[config.mk]
export PLATFORM = sky130hd
export DESIGN_NAME = mp3_frame_header_parser
export DESIGN_NICKNAME = d
export VERILOG_FILES = /design/src/rtl/mfhp_pkg.sv /design/src/rtl/mfhp_div.sv /design/src/rtl/mp3_frame_header_parser.sv
export SDC_FILE = /design/constraint.sdc
export NUM_CORES = 1
export LEC_CHECK = 0
export BUFFER_PORTS_ARGS = -buffer_cell sky130_fd_sc_hd__buf_2
export CORE_MARGIN = 2
export CORE_UTILIZATION = 55
export DETAILED_ROUTE_END_ITERATION = 10
export PLACE_DENSITY_LB_ADDON = 0.08
export RECOVER_POWER = 25
export SETUP_SLACK_MARGIN = 0.4
export SLEW_MARGIN = 20
export SYNTH_ARGS = -nofsm -noshare
export SYNTH_HDL_FRONTEND = slang
export SYNTH_HIERARCHICAL = 1
export SYNTH_SLANG_ARGS = --single-unit
[constraint.sdc]
create_clock -name clk -period 36.1 [get_ports clk]
set_input_delay 1.805 -clock clk [delete_from_list [all_inputs] [get_ports clk]]
set_output_delay 1.805 -clock clk [all_outputs]
set_load 0.02 [all_outputs]
[src/rtl/mfhp_pkg.sv]
// ----------------------------------------------------------------------------
// mfhp_pkg
// Shared constants, result codes and lookup tables for the MPEG audio frame
// header parser.
// ----------------------------------------------------------------------------
`default_nettype none

package mfhp_pkg;

  // Frame length numerator: coefficient (<= 144000) times kbps (<= 448)
  localparam int DIVIDEND_W = 26;
  // Sample rate in Hz
  localparam int DIVISOR_W  = 16;

  localparam logic [1:0] ST_OK      = 2'd0;
  localparam logic [1:0] ST_NO_SYNC = 2'd1;
  localparam logic [1:0] ST_BAD_HDR = 2'd2;

  localparam logic [1:0] VER_RESERVED = 2'd1;
  localparam logic [1:0] VER_MPEG1    = 2'd3;
  localparam logic [1:0] MODE_MONO    = 2'd3;

  localparam logic [7:0] SYNC_BYTE = 8'hFF;

  // Frame length coefficients: 12000 for layer 1, spf*125 otherwise
  localparam logic [17:0] COEF_L1      = 18'd12000;
  localparam logic [17:0] COEF_SPF1152 = 18'd144000;
  localparam logic [17:0] COEF_SPF576  = 18'd72000;

  // Bitrate in kbit/s; vidx 0 = MPEG1, 1 = MPEG2/2.5; lidx 0..2 = layer 1..3
  function automatic logic [8:0] kbps_lookup(input logic       vidx,
                                             input logic [1:0] lidx,
                                             input logic [3:0] bri);
    logic [8:0] v;
    v = 9'd0;
    if (!vidx) begin
      unique case (lidx)
        2'd0: begin
          unique case (bri)
            4'd1: v = 9'd32;   4'd2: v = 9'd64;   4'd3: v = 9'd96;
            4'd4: v = 9'd128;  4'd5: v = 9'd160;  4'd6: v = 9'd192;
            4'd7: v = 9'd224;  4'd8: v = 9'd256;  4'd9: v = 9'd288;
            4'd10: v = 9'd320; 4'd11: v = 9'd352; 4'd12: v = 9'd384;
            4'd13: v = 9'd416; 4'd14: v = 9'd448;
            default: v = 9'd0;
          endcase
        end
        2'd1: begin
          unique case (bri)
            4'd1: v = 9'd32;   4'd2: v = 9'd48;   4'd3: v = 9'd56;
            4'd4: v = 9'd64;   4'd5: v = 9'd80;   4'd6: v = 9'd96;
            4'd7: v = 9'd112;  4'd8: v = 9'd128;  4'd9: v = 9'd160;
            4'd10: v = 9'd192; 4'd11: v = 9'd224; 4'd12: v = 9'd256;
            4'd13: v = 9'd320; 4'd14: v = 9'd384;
            default: v = 9'd0;
          endcase
        end
        default: begin
          unique case (bri)
            4'd1: v = 9'd32;   4'd2: v = 9'd40;   4'd3: v = 9'd48;
            4'd4: v = 9'd56;   4'd5: v = 9'd64;   4'd6: v = 9'd80;
            4'd7: v = 9'd96;   4'd8: v = 9'd112;  4'd9: v = 9'd128;
            4'd10: v = 9'd160; 4'd11: v = 9'd192; 4'd12: v = 9'd224;
            4'd13: v = 9'd256; 4'd14: v = 9'd320;
            default: v = 9'd0;
          endcase
        end
      endcase
    end else if (lidx == 2'd0) begin
      unique case (bri)
        4'd1: v = 9'd32;   4'd2: v = 9'd48;   4'd3: v = 9'd56;
        4'd4: v = 9'd64;   4'd5: v = 9'd80;   4'd6: v = 9'd96;
        4'd7: v = 9'd112;  4'd8: v = 9'd128;  4'd9: v = 9'd144;
        4'd10: v = 9'd160; 4'd11: v = 9'd176; 4'd12: v = 9'd192;
        4'd13: v = 9'd224; 4'd14: v = 9'd256;
        default: v = 9'd0;
      endcase
    end else begin
      unique case (bri)
        4'd1: v = 9'd8;    4'd2: v = 9'd16;   4'd3: v = 9'd24;
        4'd4: v = 9'd32;   4'd5: v = 9'd40;   4'd6: v = 9'd48;
        4'd7: v = 9'd56;   4'd8: v = 9'd64;   4'd9: v = 9'd80;
        4'd10: v = 9'd96;  4'd11: v = 9'd112; 4'd12: v = 9'd128;
        4'd13: v = 9'd144; 4'd14: v = 9'd160;
        default: v = 9'd0;
      endcase
    end
    return v;
  endfunction

  // Sample rate in Hz; zero for reserved codes
  function automatic logic [15:0] rate_lookup(input logic [1:0] ver,
                                              input logic [1:0] sri);
    logic [15:0] v;
    v = 16'd0;
    unique case (ver)
      2'd0: begin
        unique case (sri)
          2'd0: v = 16'd11025; 2'd1: v = 16'd12000; 2'd2: v = 16'd8000;
          default: v = 16'd0;
        endcase
      end
      2'd2: begin
        unique case (sri)
          2'd0: v = 16'd22050; 2'd1: v = 16'd24000; 2'd2: v = 16'd16000;
          default: v = 16'd0;
        endcase
      end
      2'd3: begin
        unique case (sri)
          2'd0: v = 16'd44100; 2'd1: v = 16'd48000; 2'd2: v = 16'd32000;
          default: v = 16'd0;
        endcase
      end
      default: v = 16'd0;
    endcase
    return v;
  endfunction

endpackage

`default_nettype wire

[src/rtl/mfhp_div.sv]
// ----------------------------------------------------------------------------
// mfhp_div
// Restoring unsigned divider, one quotient bit per cycle.
// ----------------------------------------------------------------------------
`default_nettype none

module mfhp_div #(
  parameter int NUM_W = mfhp_pkg::DIVIDEND_W,
  parameter int DEN_W = mfhp_pkg::DIVISOR_W
) (
  input  wire logic             clk,
  input  wire logic             rst_n,
  input  wire logic             start,
  input  wire logic [NUM_W-1:0] num,
  input  wire logic [DEN_W-1:0] den,
  output logic                  done,
  output logic [NUM_W-1:0]      quot
);

  localparam int CNT_W = $clog2(NUM_W + 1);

  logic             busy_r;
  logic             done_r;
  logic [CNT_W-1:0] cnt_r;
  logic [NUM_W-1:0] quot_r;
  logic [DEN_W-1:0] rem_r;
  logic [DEN_W-1:0] den_r;

  logic [DEN_W:0]   shifted;
  logic [DEN_W+1:0] diff;
  logic             fits;
  logic [DEN_W-1:0] rem_nxt;
  logic [NUM_W-1:0] quot_nxt;

  // Remainder stays below the divisor, so the DEN_W low bits suffice
  always_comb begin
    shifted  = {rem_r, quot_r[NUM_W-1]};
    diff     = {1'b0, shifted} - {2'b00, den_r};
    fits     = !diff[DEN_W+1];
    rem_nxt  = fits ? diff[DEN_W-1:0] : shifted[DEN_W-1:0];
    quot_nxt = {quot_r[NUM_W-2:0], fits};
  end

  always_ff @(posedge clk) begin
    if (!rst_n) begin
      busy_r <= 1'b0;
      done_r <= 1'b0;
      cnt_r  <= '0;
    end else begin
      done_r <= 1'b0;
      if (start) begin
        busy_r <= 1'b1;
        cnt_r  <= CNT_W'(NUM_W);
      end else if (busy_r) begin
        cnt_r <= cnt_r - 1'b1;
        if (cnt_r == CNT_W'(1)) begin
          busy_r <= 1'b0;
          done_r <= 1'b1;
        end
      end
    end
  end

  always_ff @(posedge clk) begin
    if (start) begin
      quot_r <= num;
      rem_r  <= '0;
      den_r  <= den;
    end else if (busy_r) begin
      quot_r <= quot_nxt;
      rem_r  <= rem_nxt;
    end
  end

  assign done = done_r;
  assign quot = quot_r;

endmodule

`default_nettype wire

[src/rtl/mp3_frame_header_parser.sv]
// ----------------------------------------------------------------------------
// mp3_frame_header_parser
// Scans a chunk's bytes for an MPEG audio frame sync, decodes the header and
// reports one result per chunk, with frame length from a divider.
// ----------------------------------------------------------------------------
//
//   channel  handshake            payload
//   in_      in_valid/in_ready    data_byte, first_of_chunk, last_of_chunk
//   out_     out_valid/out_ready  status and eleven decoded header fields
//
// Bytes are taken one per cycle while scanning. The byte that completes a
// header holds in_ready low through a decode state, the divider (26 quotient
// bits, then the done flag) and an output load; an invalid header skips the
// divider. The output load also waits for a free output register. Scanning
// carries on past a waiting result unless a chunk-end byte would need the
// still-occupied register. Synchronous active-low reset.
// ----------------------------------------------------------------------------
`default_nettype none

module mp3_frame_header_parser (
  input  wire logic        clk,
  input  wire logic        rst_n,
  input  wire logic        in_valid,
  output logic             in_ready,
  input  wire logic [7:0]  in_data_byte,
  input  wire logic        in_first_of_chunk,
  input  wire logic        in_last_of_chunk,
  output logic             out_valid,
  input  wire logic        out_ready,
  output logic [1:0]       out_status,
  output logic [1:0]       out_mpeg_version,
  output logic [1:0]       out_layer_number,
  output logic [8:0]       out_bitrate_kbps,
  output logic [15:0]      out_sample_rate_hz,
  output logic [1:0]       out_channel_mode,
  output logic [1:0]       out_channel_count,
  output logic             out_padding_bit,
  output logic [11:0]      out_frame_length,
  output logic [15:0]      out_mp3_bytes_per_sec,
  output logic [17:0]      out_pcm_bytes_per_sec,
  output logic [2:0]       out_pcm_block_align
);

  localparam int NUM_W = mfhp_pkg::DIVIDEND_W;
  localparam int DEN_W = mfhp_pkg::DIVISOR_W;

  typedef enum logic [1:0] {S_SCAN, S_DECODE, S_DIV, S_EMIT} state_t;

  state_t      state_r;
  logic [1:0]  phase_r;
  logic        fin_r;
  logic [7:0]  b2_r;
  logic [7:0]  b3_r;
  logic [1:0]  mode_r;

  // decoded header held across the division
  logic        bad_r;
  logic [1:0]  ver_r;
  logic [1:0]  lidx_r;
  logic [8:0]  kbps_r;
  logic [15:0] rate_r;
  logic        pad_r;

  logic        out_valid_r;
  logic [1:0]  out_status_r;
  logic [1:0]  out_ver_r;
  logic [1:0]  out_layer_r;
  logic [8:0]  out_kbps_r;
  logic [15:0] out_rate_r;
  logic [1:0]  out_mode_r;
  logic [1:0]  out_chans_r;
  logic        out_pad_r;
  logic [11:0] out_flen_r;
  logic [15:0] out_mp3_r;
  logic [17:0] out_pcm_r;
  logic [2:0]  out_align_r;

  logic        accept;
  logic [1:0]  eff_phase;
  logic        eff_fin;
  logic        emit_no_sync;
  logic        out_free;

  logic [1:0]  d_ver;
  logic [1:0]  d_lay;
  logic [3:0]  d_bri;
  logic [1:0]  d_sri;
  logic        d_vidx;
  logic [1:0]  d_lidx;
  logic        d_bad;
  logic [8:0]  d_kbps;
  logic [15:0] d_rate;
  logic [17:0] d_coef;
  logic [26:0] d_prod;

  logic        div_start;
  logic        div_done;
  logic [NUM_W-1:0] div_quot;

  logic        mono;
  logic [11:0] flen;
  logic [15:0] mp3_rate;
  logic [17:0] pcm_rate;

  // ---- byte scan ----
  always_comb begin
    eff_phase    = in_first_of_chunk ? 2'd0 : phase_r;
    eff_fin      = in_first_of_chunk ? 1'b0 : fin_r;
    out_free     = !out_valid_r || out_ready;
    emit_no_sync = !eff_fin && (eff_phase != 2'd3) && in_last_of_chunk;
    in_ready     = (state_r == S_SCAN) && (out_free || !emit_no_sync);
    accept       = in_valid && in_ready;
  end

  // ---- header decode ----
  always_comb begin
    d_ver  = b2_r[4:3];
    d_lay  = b2_r[2:1];
    d_bri  = b3_r[7:4];
    d_sri  = b3_r[3:2];
    d_vidx = (d_ver != mfhp_pkg::VER_MPEG1);
    d_lidx = 2'd3 - d_lay;
    d_bad  = (d_ver == mfhp_pkg::VER_RESERVED) || (d_lay == 2'd0) ||
             (d_bri == 4'd0) || (d_bri == 4'd15) || (d_sri == 2'd3);
    d_kbps = mfhp_pkg::kbps_lookup(d_vidx, d_lidx, d_bri);
    d_rate = mfhp_pkg::rate_lookup(d_ver, d_sri);
    priority if (d_lidx == 2'd0)
      d_coef = mfhp_pkg::COEF_L1;
    else if (d_lidx == 2'd2 && d_vidx)
      d_coef = mfhp_pkg::COEF_SPF576;
    else
      d_coef = mfhp_pkg::COEF_SPF1152;
    d_prod    = d_coef * {9'd0, d_kbps};
    div_start = (state_r == S_DECODE) && !d_bad;
  end

  mfhp_div #(
    .NUM_W (NUM_W),
    .DEN_W (DEN_W)
  ) u_div (
    .clk   (clk),
    .rst_n (rst_n),
    .start (div_start),
    .num   (d_prod[NUM_W-1:0]),
    .den   (d_rate),
    .done  (div_done),
    .quot  (div_quot)
  );

  // ---- result fields from the held header ----
  always_comb begin
    mono     = (mode_r == mfhp_pkg::MODE_MONO);
    mp3_rate = {7'd0, kbps_r} * 16'd125;
    pcm_rate = mono ? {1'b0, rate_r, 1'b0} : {rate_r, 2'b00};
    if (lidx_r == 2'd0)
      flen = {div_quot[9:0] + {9'd0, pad_r}, 2'b00};
    else
      flen = div_quot[11:0] + {11'd0, pad_r};
  end

  // ---- sequencer, scan state and output register ----
  always_ff @(posedge clk) begin
    if (!rst_n) begin
      state_r     <= S_SCAN;
      phase_r     <= 2'd0;
      fin_r       <= 1'b0;
      b2_r        <= 8'd0;
      b3_r        <= 8'd0;
      out_valid_r <= 1'b0;
    end else begin
      if (out_valid_r && out_ready)
        out_valid_r <= 1'b0;

      unique case (state_r)
        S_SCAN: begin
          if (accept) begin
            phase_r <= eff_phase;
            fin_r   <= eff_fin;
            if (!eff_fin) begin
              unique case (eff_phase)
                2'd0: begin
                  if (in_data_byte == mfhp_pkg::SYNC_BYTE)
                    phase_r <= 2'd1;
                end
                2'd1: begin
                  if (in_data_byte[7:5] == 3'b111) begin
                    b2_r    <= in_data_byte;
                    phase_r <= 2'd2;
                  end else begin
                    phase_r <= 2'd0;
                  end
                end
                2'd2: begin
                  b3_r    <= in_data_byte;
                  phase_r <= 2'd3;
                end
                default: begin
                  mode_r  <= in_data_byte[7:6];
                  phase_r <= 2'd0;
                  fin_r   <= 1'b1;
                  state_r <= S_DECODE;
                end
              endcase
              if (emit_no_sync) begin
                phase_r      <= 2'd0;
                fin_r        <= 1'b1;
                out_valid_r  <= 1'b1;
                out_status_r <= mfhp_pkg::ST_NO_SYNC;
                out_ver_r    <= '0;
                out_layer_r  <= '0;
                out_kbps_r   <= '0;
                out_rate_r   <= '0;
                out_mode_r   <= '0;
                out_chans_r  <= '0;
                out_pad_r    <= '0;
                out_flen_r   <= '0;
                out_mp3_r    <= '0;
                out_pcm_r    <= '0;
                out_align_r  <= '0;
              end
            end
          end
        end
        S_DECODE: begin
          bad_r   <= d_bad;
          ver_r   <= d_ver;
          lidx_r  <= d_lidx;
          kbps_r  <= d_kbps;
          rate_r  <= d_rate;
          pad_r   <= b3_r[1];
          state_r <= d_bad ? S_EMIT : S_DIV;
        end
        S_DIV: begin
          if (div_done)
            state_r <= S_EMIT;
        end
        default: begin
          if (out_free) begin
            out_valid_r <= 1'b1;
            state_r     <= S_SCAN;
            if (bad_r) begin
              out_status_r <= mfhp_pkg::ST_BAD_HDR;
              out_ver_r    <= '0;
              out_layer_r  <= '0;
              out_kbps_r   <= '0;
              out_rate_r   <= '0;
              out_mode_r   <= '0;
              out_chans_r  <= '0;
              out_pad_r    <= '0;
              out_flen_r   <= '0;
              out_mp3_r    <= '0;
              out_pcm_r    <= '0;
              out_align_r  <= '0;
            end else begin
              out_status_r <= mfhp_pkg::ST_OK;
              out_ver_r    <= ver_r;
              out_layer_r  <= lidx_r + 2'd1;
              out_kbps_r   <= kbps_r;
              out_rate_r   <= rate_r;
              out_mode_r   <= mode_r;
              out_chans_r  <= mono ? 2'd1 : 2'd2;
              out_pad_r    <= pad_r;
              out_flen_r   <= flen;
              out_mp3_r    <= mp3_rate;
              out_pcm_r    <= pcm_rate;
              out_align_r  <= mono ? 3'd2 : 3'd4;
            end
          end
        end
      endcase
    end
  end

  assign out_valid             = out_valid_r;
  assign out_status            = out_status_r;
  assign out_mpeg_version      = out_ver_r;
  assign out_layer_number      = out_layer_r;
  assign out_bitrate_kbps      = out_kbps_r;
  assign out_sample_rate_hz    = out_rate_r;
  assign out_channel_mode      = out_mode_r;
  assign out_channel_count     = out_chans_r;
  assign out_padding_bit       = out_pad_r;
  assign out_frame_length      = out_flen_r;
  assign out_mp3_bytes_per_sec = out_mp3_r;
  assign out_pcm_bytes_per_sec = out_pcm_r;
  assign out_pcm_block_align   = out_align_r;

`ifndef SYNTHESIS
  a_done_in_div: assert property (@(posedge clk) disable iff (!rst_n)
    div_done |-> state_r == S_DIV)
    else $error("divider finished outside the divide state");

  a_hdr_to_decode: assert property (@(posedge clk) disable iff (!rst_n)
    accept && !in_first_of_chunk && !fin_r && phase_r == 2'd3 |=>
      state_r == S_DECODE)
    else $error("completed header did not start a decode");

  a_err_zero: assert property (@(posedge clk) disable iff (!rst_n)
    out_valid_r && out_status_r != mfhp_pkg::ST_OK |->
      out_flen_r == 12'd0 && out_chans_r == 2'd0 && out_rate_r == 16'd0)
    else $error("error result carries non-zero fields");

  a_ok_sane: assert property (@(posedge clk) disable iff (!rst_n)
    out_valid_r && out_status_r == mfhp_pkg::ST_OK |->
      out_layer_r != 2'd0 && out_rate_r != 16'd0 && out_flen_r != 12'd0)
    else $error("good header with empty fields");
`endif

endmodule

`default_nettype wire

; Yosys cells after proc, flatten, opt, wreduce, memory -nomap -nowiden
; Memory sizes are Yosys's and may differ from the RTL's. A register that Yosys moved wholly into a read port is not among the register bits.
; Index checks and enable logic that the tools add are counted.
[word_totals]
reg_bits = 202
mem_bits_ro = 432
inputBits = 14
output_inout_bits = 87
mem_count = 5
[mem_list]
columns = name, words, width, rd, rd_ports_with_merged_regs, wr, line
row1 = (name not given), 16, 6, 1, 1, 0, mfhp_pkg.sv:49  ; unique case (bri)
row2 = (name not given), 16, 6, 1, 1, 0, mfhp_pkg.sv:59  ; unique case (bri)
row3 = (name not given), 16, 6, 1, 1, 0, mfhp_pkg.sv:70  ; unique case (bri)
row4 = (name not given), 16, 5, 1, 1, 0, mfhp_pkg.sv:79  ; unique case (bri)
row5 = (name not given), 16, 4, 1, 1, 0, mfhp_pkg.sv:39  ; unique case (bri)
[classes]
addsub = 6
mul = 2
eq_ne = 24
mux = 115
bitwise = 5
reduce_logical = 40
[op_table]
columns = operator, count
row1 = 2-to-1 mux 18 bit, 8
row2 = 2-to-1 mux 16 bit, 8
row3 = case mux 16 bit (3 select lines), 2
row4 = 2-to-1 mux 12 bit, 6
row5 = case mux 16 bit (2 select lines), 2
row6 = 2-to-1 mux 9 bit, 7
row7 = 2-to-1 mux 2 bit, 27
row8 = 2-to-1 mux 26 bit, 2
row9 = case mux 15 bit (3 select lines), 1
row10 = case mux 14 bit (3 select lines), 1
row11 = 2-to-1 mux 4 bit, 10
row12 = case mux 18 bit (2 select lines), 1
row13 = case mux 9 bit (2 select lines), 2
row14 = multiplier 18 x 9 -> 26 bit, 1
row15 = case mux 12 bit (2 select lines), 1
row16 = case mux 2 bit (2 select lines), 5
row17 = 2-to-1 mux 1 bit, 19
row18 = 2-to-1 mux 3 bit, 6
row19 = subtractor 17 x 16 -> 18 bit, 1
row20 = "equality test 2 bit, second input constant", 8
row21 = "multiplier 9 x 7 -> 16 bit, second input constant", 1
row22 = AND reduction 5 bit, 3
row23 = zero test 2 bit, 7
row24 = adder 12 x 1 -> 12 bit, 1
row25 = other kinds (27), 62

; Depth between registers and ports, before layout
[depth]
depth_word = 11
ltp_mapped = 24
ltp_nobuf = 24

; Hierarchy
; Netlist, hierarchy kept.
[modules_own_cells]
columns = module, n_inst, cells_per_inst, area_each_um2
row1 = mp3_frame_header_parser, 1, 909, 9440.3
row2 = mfhp_div, 1, 289, 3315.7

; Worst setup path before layout
; No wires, ideal clock.
[synth_timing]
kind = input -> register
from = input port rst_n
to = register out_kbps_r[5] (netlist: out_bitrate_kbps[5]) (enable)
arrival_ps = 13133
t_required_ps = 35229
path_slack_ps = 22096
stages = 3
cell_sequence = clkbuf_1 inv_1 a2111oi_0
[synth_via]
elab_chain_cells = 1
[synth_rtl]
columns = element, line
row1 = "start, declared", mp3_frame_header_parser.sv:22  ; input wire logic rst_n,
row2 = AND reduction 6 bit (no source line), --
row3 = "end signal, assigned", mp3_frame_header_parser.sv:258  ; out_kbps_r <= kbps_r;
row4 = "end, declared", mp3_frame_header_parser.sv:68  ; logic [8:0] out_kbps_r;
; No other way between the ends.
; A chain may end at the register's enable or synchronous reset.

; Final worst setup path
[layout_timing]
from = register b2_r[4]
to = register u_div.quot_r[25] (netlist: u_div/quot[25]) (data pin)
[layout_via]
elab_cells_between_ends = 14
[layout_rtl]
columns = element, line
row1 = "start, declared", mp3_frame_header_parser.sv:52  ; logic [7:0] b2_r;
row2 = "start signal, assigned", mp3_frame_header_parser.sv:187  ; b2_r <= in_data_byte;
row3 = inequality test 2 bit (*), mp3_frame_header_parser.sv:121  ; d_vidx = (d_ver != mfhp_pkg::VER_MPEG1);
row4 = logical AND 1 bit, mp3_frame_header_parser.sv:129  ; else if (d_lidx == 2'd2 && d_vidx)
row5 = 2-to-1 mux 18 bit, mp3_frame_header_parser.sv:129
row6 = 2-to-1 mux 18 bit, mp3_frame_header_parser.sv:127  ; priority if (d_lidx == 2'd0)
row7 = multiplier 18 x 9 -> 26 bit (*), mp3_frame_header_parser.sv:133  ; d_prod = d_coef * {9'd0, d_kbps};
row8 = net d_prod[25], mp3_frame_header_parser.sv:94  ; logic [26:0] d_prod;
row9 = 2-to-1 mux 26 bit (*), mfhp_div.sv:65  ; if (start) begin
row10 = "end signal, assigned", mfhp_div.sv:66  ; quot_r <= num;
row11 = "end signal, assigned", mfhp_div.sv:70  ; quot_r <= quot_nxt;
row12 = "end, declared", mfhp_div.sv:25  ; logic [NUM_W-1:0] quot_r;
; The timed path passes the listed nets; every way through them passes the cells marked *.

==> results.py <==
metrics = {
    "routing": {
        "drt_iter0_drc": 441,
        "drc": 0,
        "dr.pass1.iters": 4,
        "vias": 8576,
        "via_per_inst": 5.42,
        "wl_mm": 25.6,
        "ant_nets": 0,
        "wire_per_inst_um": 16.2,
    },
    "clock_tree": {
        "clock_latency_ps": 520,
        "clockRootBuffer": "clkbuf_16",
        "postCtsHoldBufs": 0,
        "path_clk_slew_ps": 60,
        "cts_resized": 0,
        "clock_path_buffers": 3,
        "cts_made_buffers": 24,
        "cts.sinks": 205,
        "cts_setup_buffers": 0,
        "htreeDepth": 1,
        "tritoncts": "built",
    },
    "yosys": {
        "synth_compound_area_share_pct": 10.2,
        "async_reset_ff_share_pct": 0,
        "syn_area_per_cell_sq_um": 10.6,
        "synth_flop_cell": "edfxtp_1",
        "synth_area_sq_mm": 0.0128,
        "synth_fa_ha_area_share_pct": 18.8,
        "synth_top_family_by_area": "adder cells",
        "synthMuxAreaShare_pct": 6.31,
        "yosys_register_bits": 205,
        "ys_warn_count": 6,
        "syn_inst": 1198,
        "ys_types": 70,
        "seq_area_frac_synth_pct": 43.2,
        "synth-xor-area-share_pct": 2.81,
        "yosys.area_share.simple_pct": 12.3,
        "synth_enable_flop_cells": 140,
    },
    "global_route": {
        "grt-ovfl-total": 0,
        "grtUsageTotal_pct": 21.5,
        "grt_pass1_vias": 8241,
        "grt_pass1_wl_mm": 41.7,
        "antenna_found_initial": 0,
        "grt_max_degree": 71,
    },
    "floorplanning": {
        "start_util_pct": 56.2,
        "die-area_sq_mm": 0.0244,
        "placementRows": 55,
        "die_w_um": 156,
        "boundaryPins": 101,
        "die_h_um": 156,
        "core_area_sq_mm": 0.0227,
    },
    "timing": {
        "hold_violations": 0,
        "holdWs_ps": 488,
        "slew_headroom_pct": -12.6,
        "fin_setup_tns_ps": 0,
        "timing.fmax_mhz": 158,
        "setup_viol": 0,
        "finalMaxSlewViolations": 25,
        "layout_min_cycle_time_ps": 6320,
        "period_share_pct": 17.5,
        "clock_skew_ps": 10.1,
        "worst_pin_slew_ps": 1690,
        "rsz0062_at_grt": "false",
    },
    "power": {
        "leakage_nw": 6.23,
        "power.density_mw_per_mm2": 45.0,
        "ir_worst_vdd_mv": 0.0260,
    },
    "status": {
        "status": "complete, but fails checks",
        "violations": "capacitance limit, slew limit",
    },
    "setup_path": {
        "cp.arrival_ps": 6590,
        "critPathMaxFanout": 26,
        "startpoint_type": "register",
        "critPathCaptureType": "register",
        "crit_type": "register to register",
        "worst_ep_required_time_ps": 36370,
    },
    "cells_and_area": {
        "antenna_cells": 0,
        "fill_cells": 1915,
        "multi_input_area_sq_mm": 0.00653,
        "ff_latch_area_sq_mm": 0.00551,
        "drive_above_1_share_pct": 14.3,
        "final_net_count": 1456,
        "syn_to_final_growth_pct": 11.2,
        "fin_area_sq_mm": 0.0142,
    },
    "placement": {
        "io_buffers": 91,
        "postPlaceCellArea_sq_mm": 0.0134,
        "gp_congestion": 0.895,
        "dp_hpwl_mm": 18.8,
    },
    "worst_hold_path": {
        "hp-class": "register to register",
    },
    "flow_run": {
        "maxCapViolations": 1,
    },
}
layer usage:
metal,routed length (um),global-route usage [%]
met4,405,4.76
met2,11900,35.1
met5,0,0
met1,12200,30.8
met3,1130,2.71
cells in the mapped netlist, drive strengths merged (2+ instances only):
| cell | n | share of area (%) |
|---|---|---|
| mux2i | 32 | 2.5 |
| fa | 48 | 7.5 |
| or4b | 2 | 0.16 |
| nor4 | 4 | 0.20 |
| o311ai | 4 | 0.27 |
| xnor2 | 23 | 1.6 |
| o21bai | 7 | 0.41 |
| a31o | 2 | 0.14 |
| o211ai | 3 | 0.18 |
| a211o | 2 | 0.14 |
| a32oi | 7 | 0.48 |
| nor3 | 14 | 0.64 |
| a2111oi | 5 | 0.34 |
| or3 | 2 | 0.098 |
| o21a | 9 | 0.53 |
| nor2b | 16 | 0.78 |
| dfxtp | 65 | 10 |
| o31ai | 11 | 0.65 |
| or4 | 3 | 0.18 |
| o221ai | 2 | 0.19 |
| clkbuf | 34 | 1.0 |
| nand2 | 68 | 2.0 |
| a211oi | 12 | 0.75 |
| o22ai | 4 | 0.20 |
| a21o | 11 | 0.65 |
| nor3b | 5 | 0.29 |
| a21oi | 68 | 2.7 |
| a31oi | 5 | 0.25 |
| nand4 | 5 | 0.25 |
| ha | 115 | 11 |
| nand2b | 9 | 0.44 |
| edfxtp | 140 | 33 |
| o21ai | 42 | 1.7 |
| nand3 | 24 | 0.98 |
| and3 | 12 | 0.59 |
| xor2 | 17 | 1.2 |
| nor2 | 121 | 3.6 |
| and3b | 2 | 0.14 |
| a21boi | 3 | 0.18 |
| mux2 | 42 | 3.8 |
| and2 | 35 | 1.7 |
| buf | 25 | 1.6 |
| inv | 126 | 3.7 |
cell type report:
cell class | count | area share [%]
clock buffer | 34 | 4.72
clock inverter | 10 | 1.16
inverter | 126 | 3.37
multi-input combinational | 827 | 46.0
sequential | 205 | 38.8
tap | 285 | 2.52
timing repair buffer | 95 | 3.38
cells by family (layout without fill, tap and decap cells):
| logic type | Yosys count | after routing |
|---|---|---|
| simple gates | 327 | 327 |
| buf+inv | 185 | 265 |
| other cells | 1 | 20 |
| compound gates | 203 | 203 |
| flops | 205 | 205 |
| xor+xnor | 40 | 40 |
| fa+ha+maj | 163 | 163 |
| mux | 74 | 74 |
power breakdown:
group          switching (mW)  total [mW]  leakage (nW)  internal, mW
Sequential            0.00733       0.274          1.81         0.267
Clock                  0.0935       0.252         0.406         0.158
Combinational          0.0677       0.112          4.01        0.0445
stage by stage:
stage                     utilization (%)  worst slack (ps)  total power, mW  std cells
final                                62.4             29780            0.638       1582
after global routing                 62.4             29190            0.670       1582
after CTS                            62.5             29700            0.645       1582
after detailed placement             58.8             29710            0.392       1538
after global placement               58.8             29860            0.391       1538
after floorplan                         -             22100            0.370       1217
cell usage in the layout, fill, tap and decap left out, types with 12 or more instances in the layout:
master,Yosys,routed
and3_1,12,12
ha_1,115,115
o21ai_0,38,38
a21oi_1,66,66
xnor2_1,22,22
mux2_2,39,35
and2_1,35,15
nor3_1,13,14
clkbuf_16,0,25
dfxtp_1,65,65
nand2_1,68,68
edfxtp_1,140,140
conb_1,1,20
nor2b_1,16,16
xor2_1,17,17
nor2_1,121,117
inv_1,124,123
fa_1,48,48
nand3_1,23,23
mux2i_1,32,32
and2_0,0,20
buf_2,2,89
final timing paths:
check	startpoint	slack, ps	cells past startpoint	to
worst max-delay path	b2_r[4]$_SDFFE_PN0P_	29780	18	u_div/quot[25]$_DFFE_PP_
worst min-delay path	b3_r[1]$_SDFFE_PN0P_	490	0	pad_r$_DFFE_PP_
worst max register to register	b2_r[4]$_SDFFE_PN0P_	29780	18	u_div/quot[25]$_DFFE_PP_
worst min register to register	b3_r[1]$_SDFFE_PN0P_	490	0	pad_r$_DFFE_PP_
critical path: stages, from the launching register on:
cell and delay (ps):
dfxtp_1 810, nand2_1 480, o21ai_0 280, nand2_1 120, nor3_1 410, inv_1 120, fa_1 510, fa_1 550
inv_1 50, fa_1 470, ha_1 320, ha_1 310, a211oi_1 210, nor2_1 110, o31ai_1 440, o31ai_1 210
o31ai_1 270, xnor2_1 110, mux2_2 270
(Power assumes the default switching activity.)
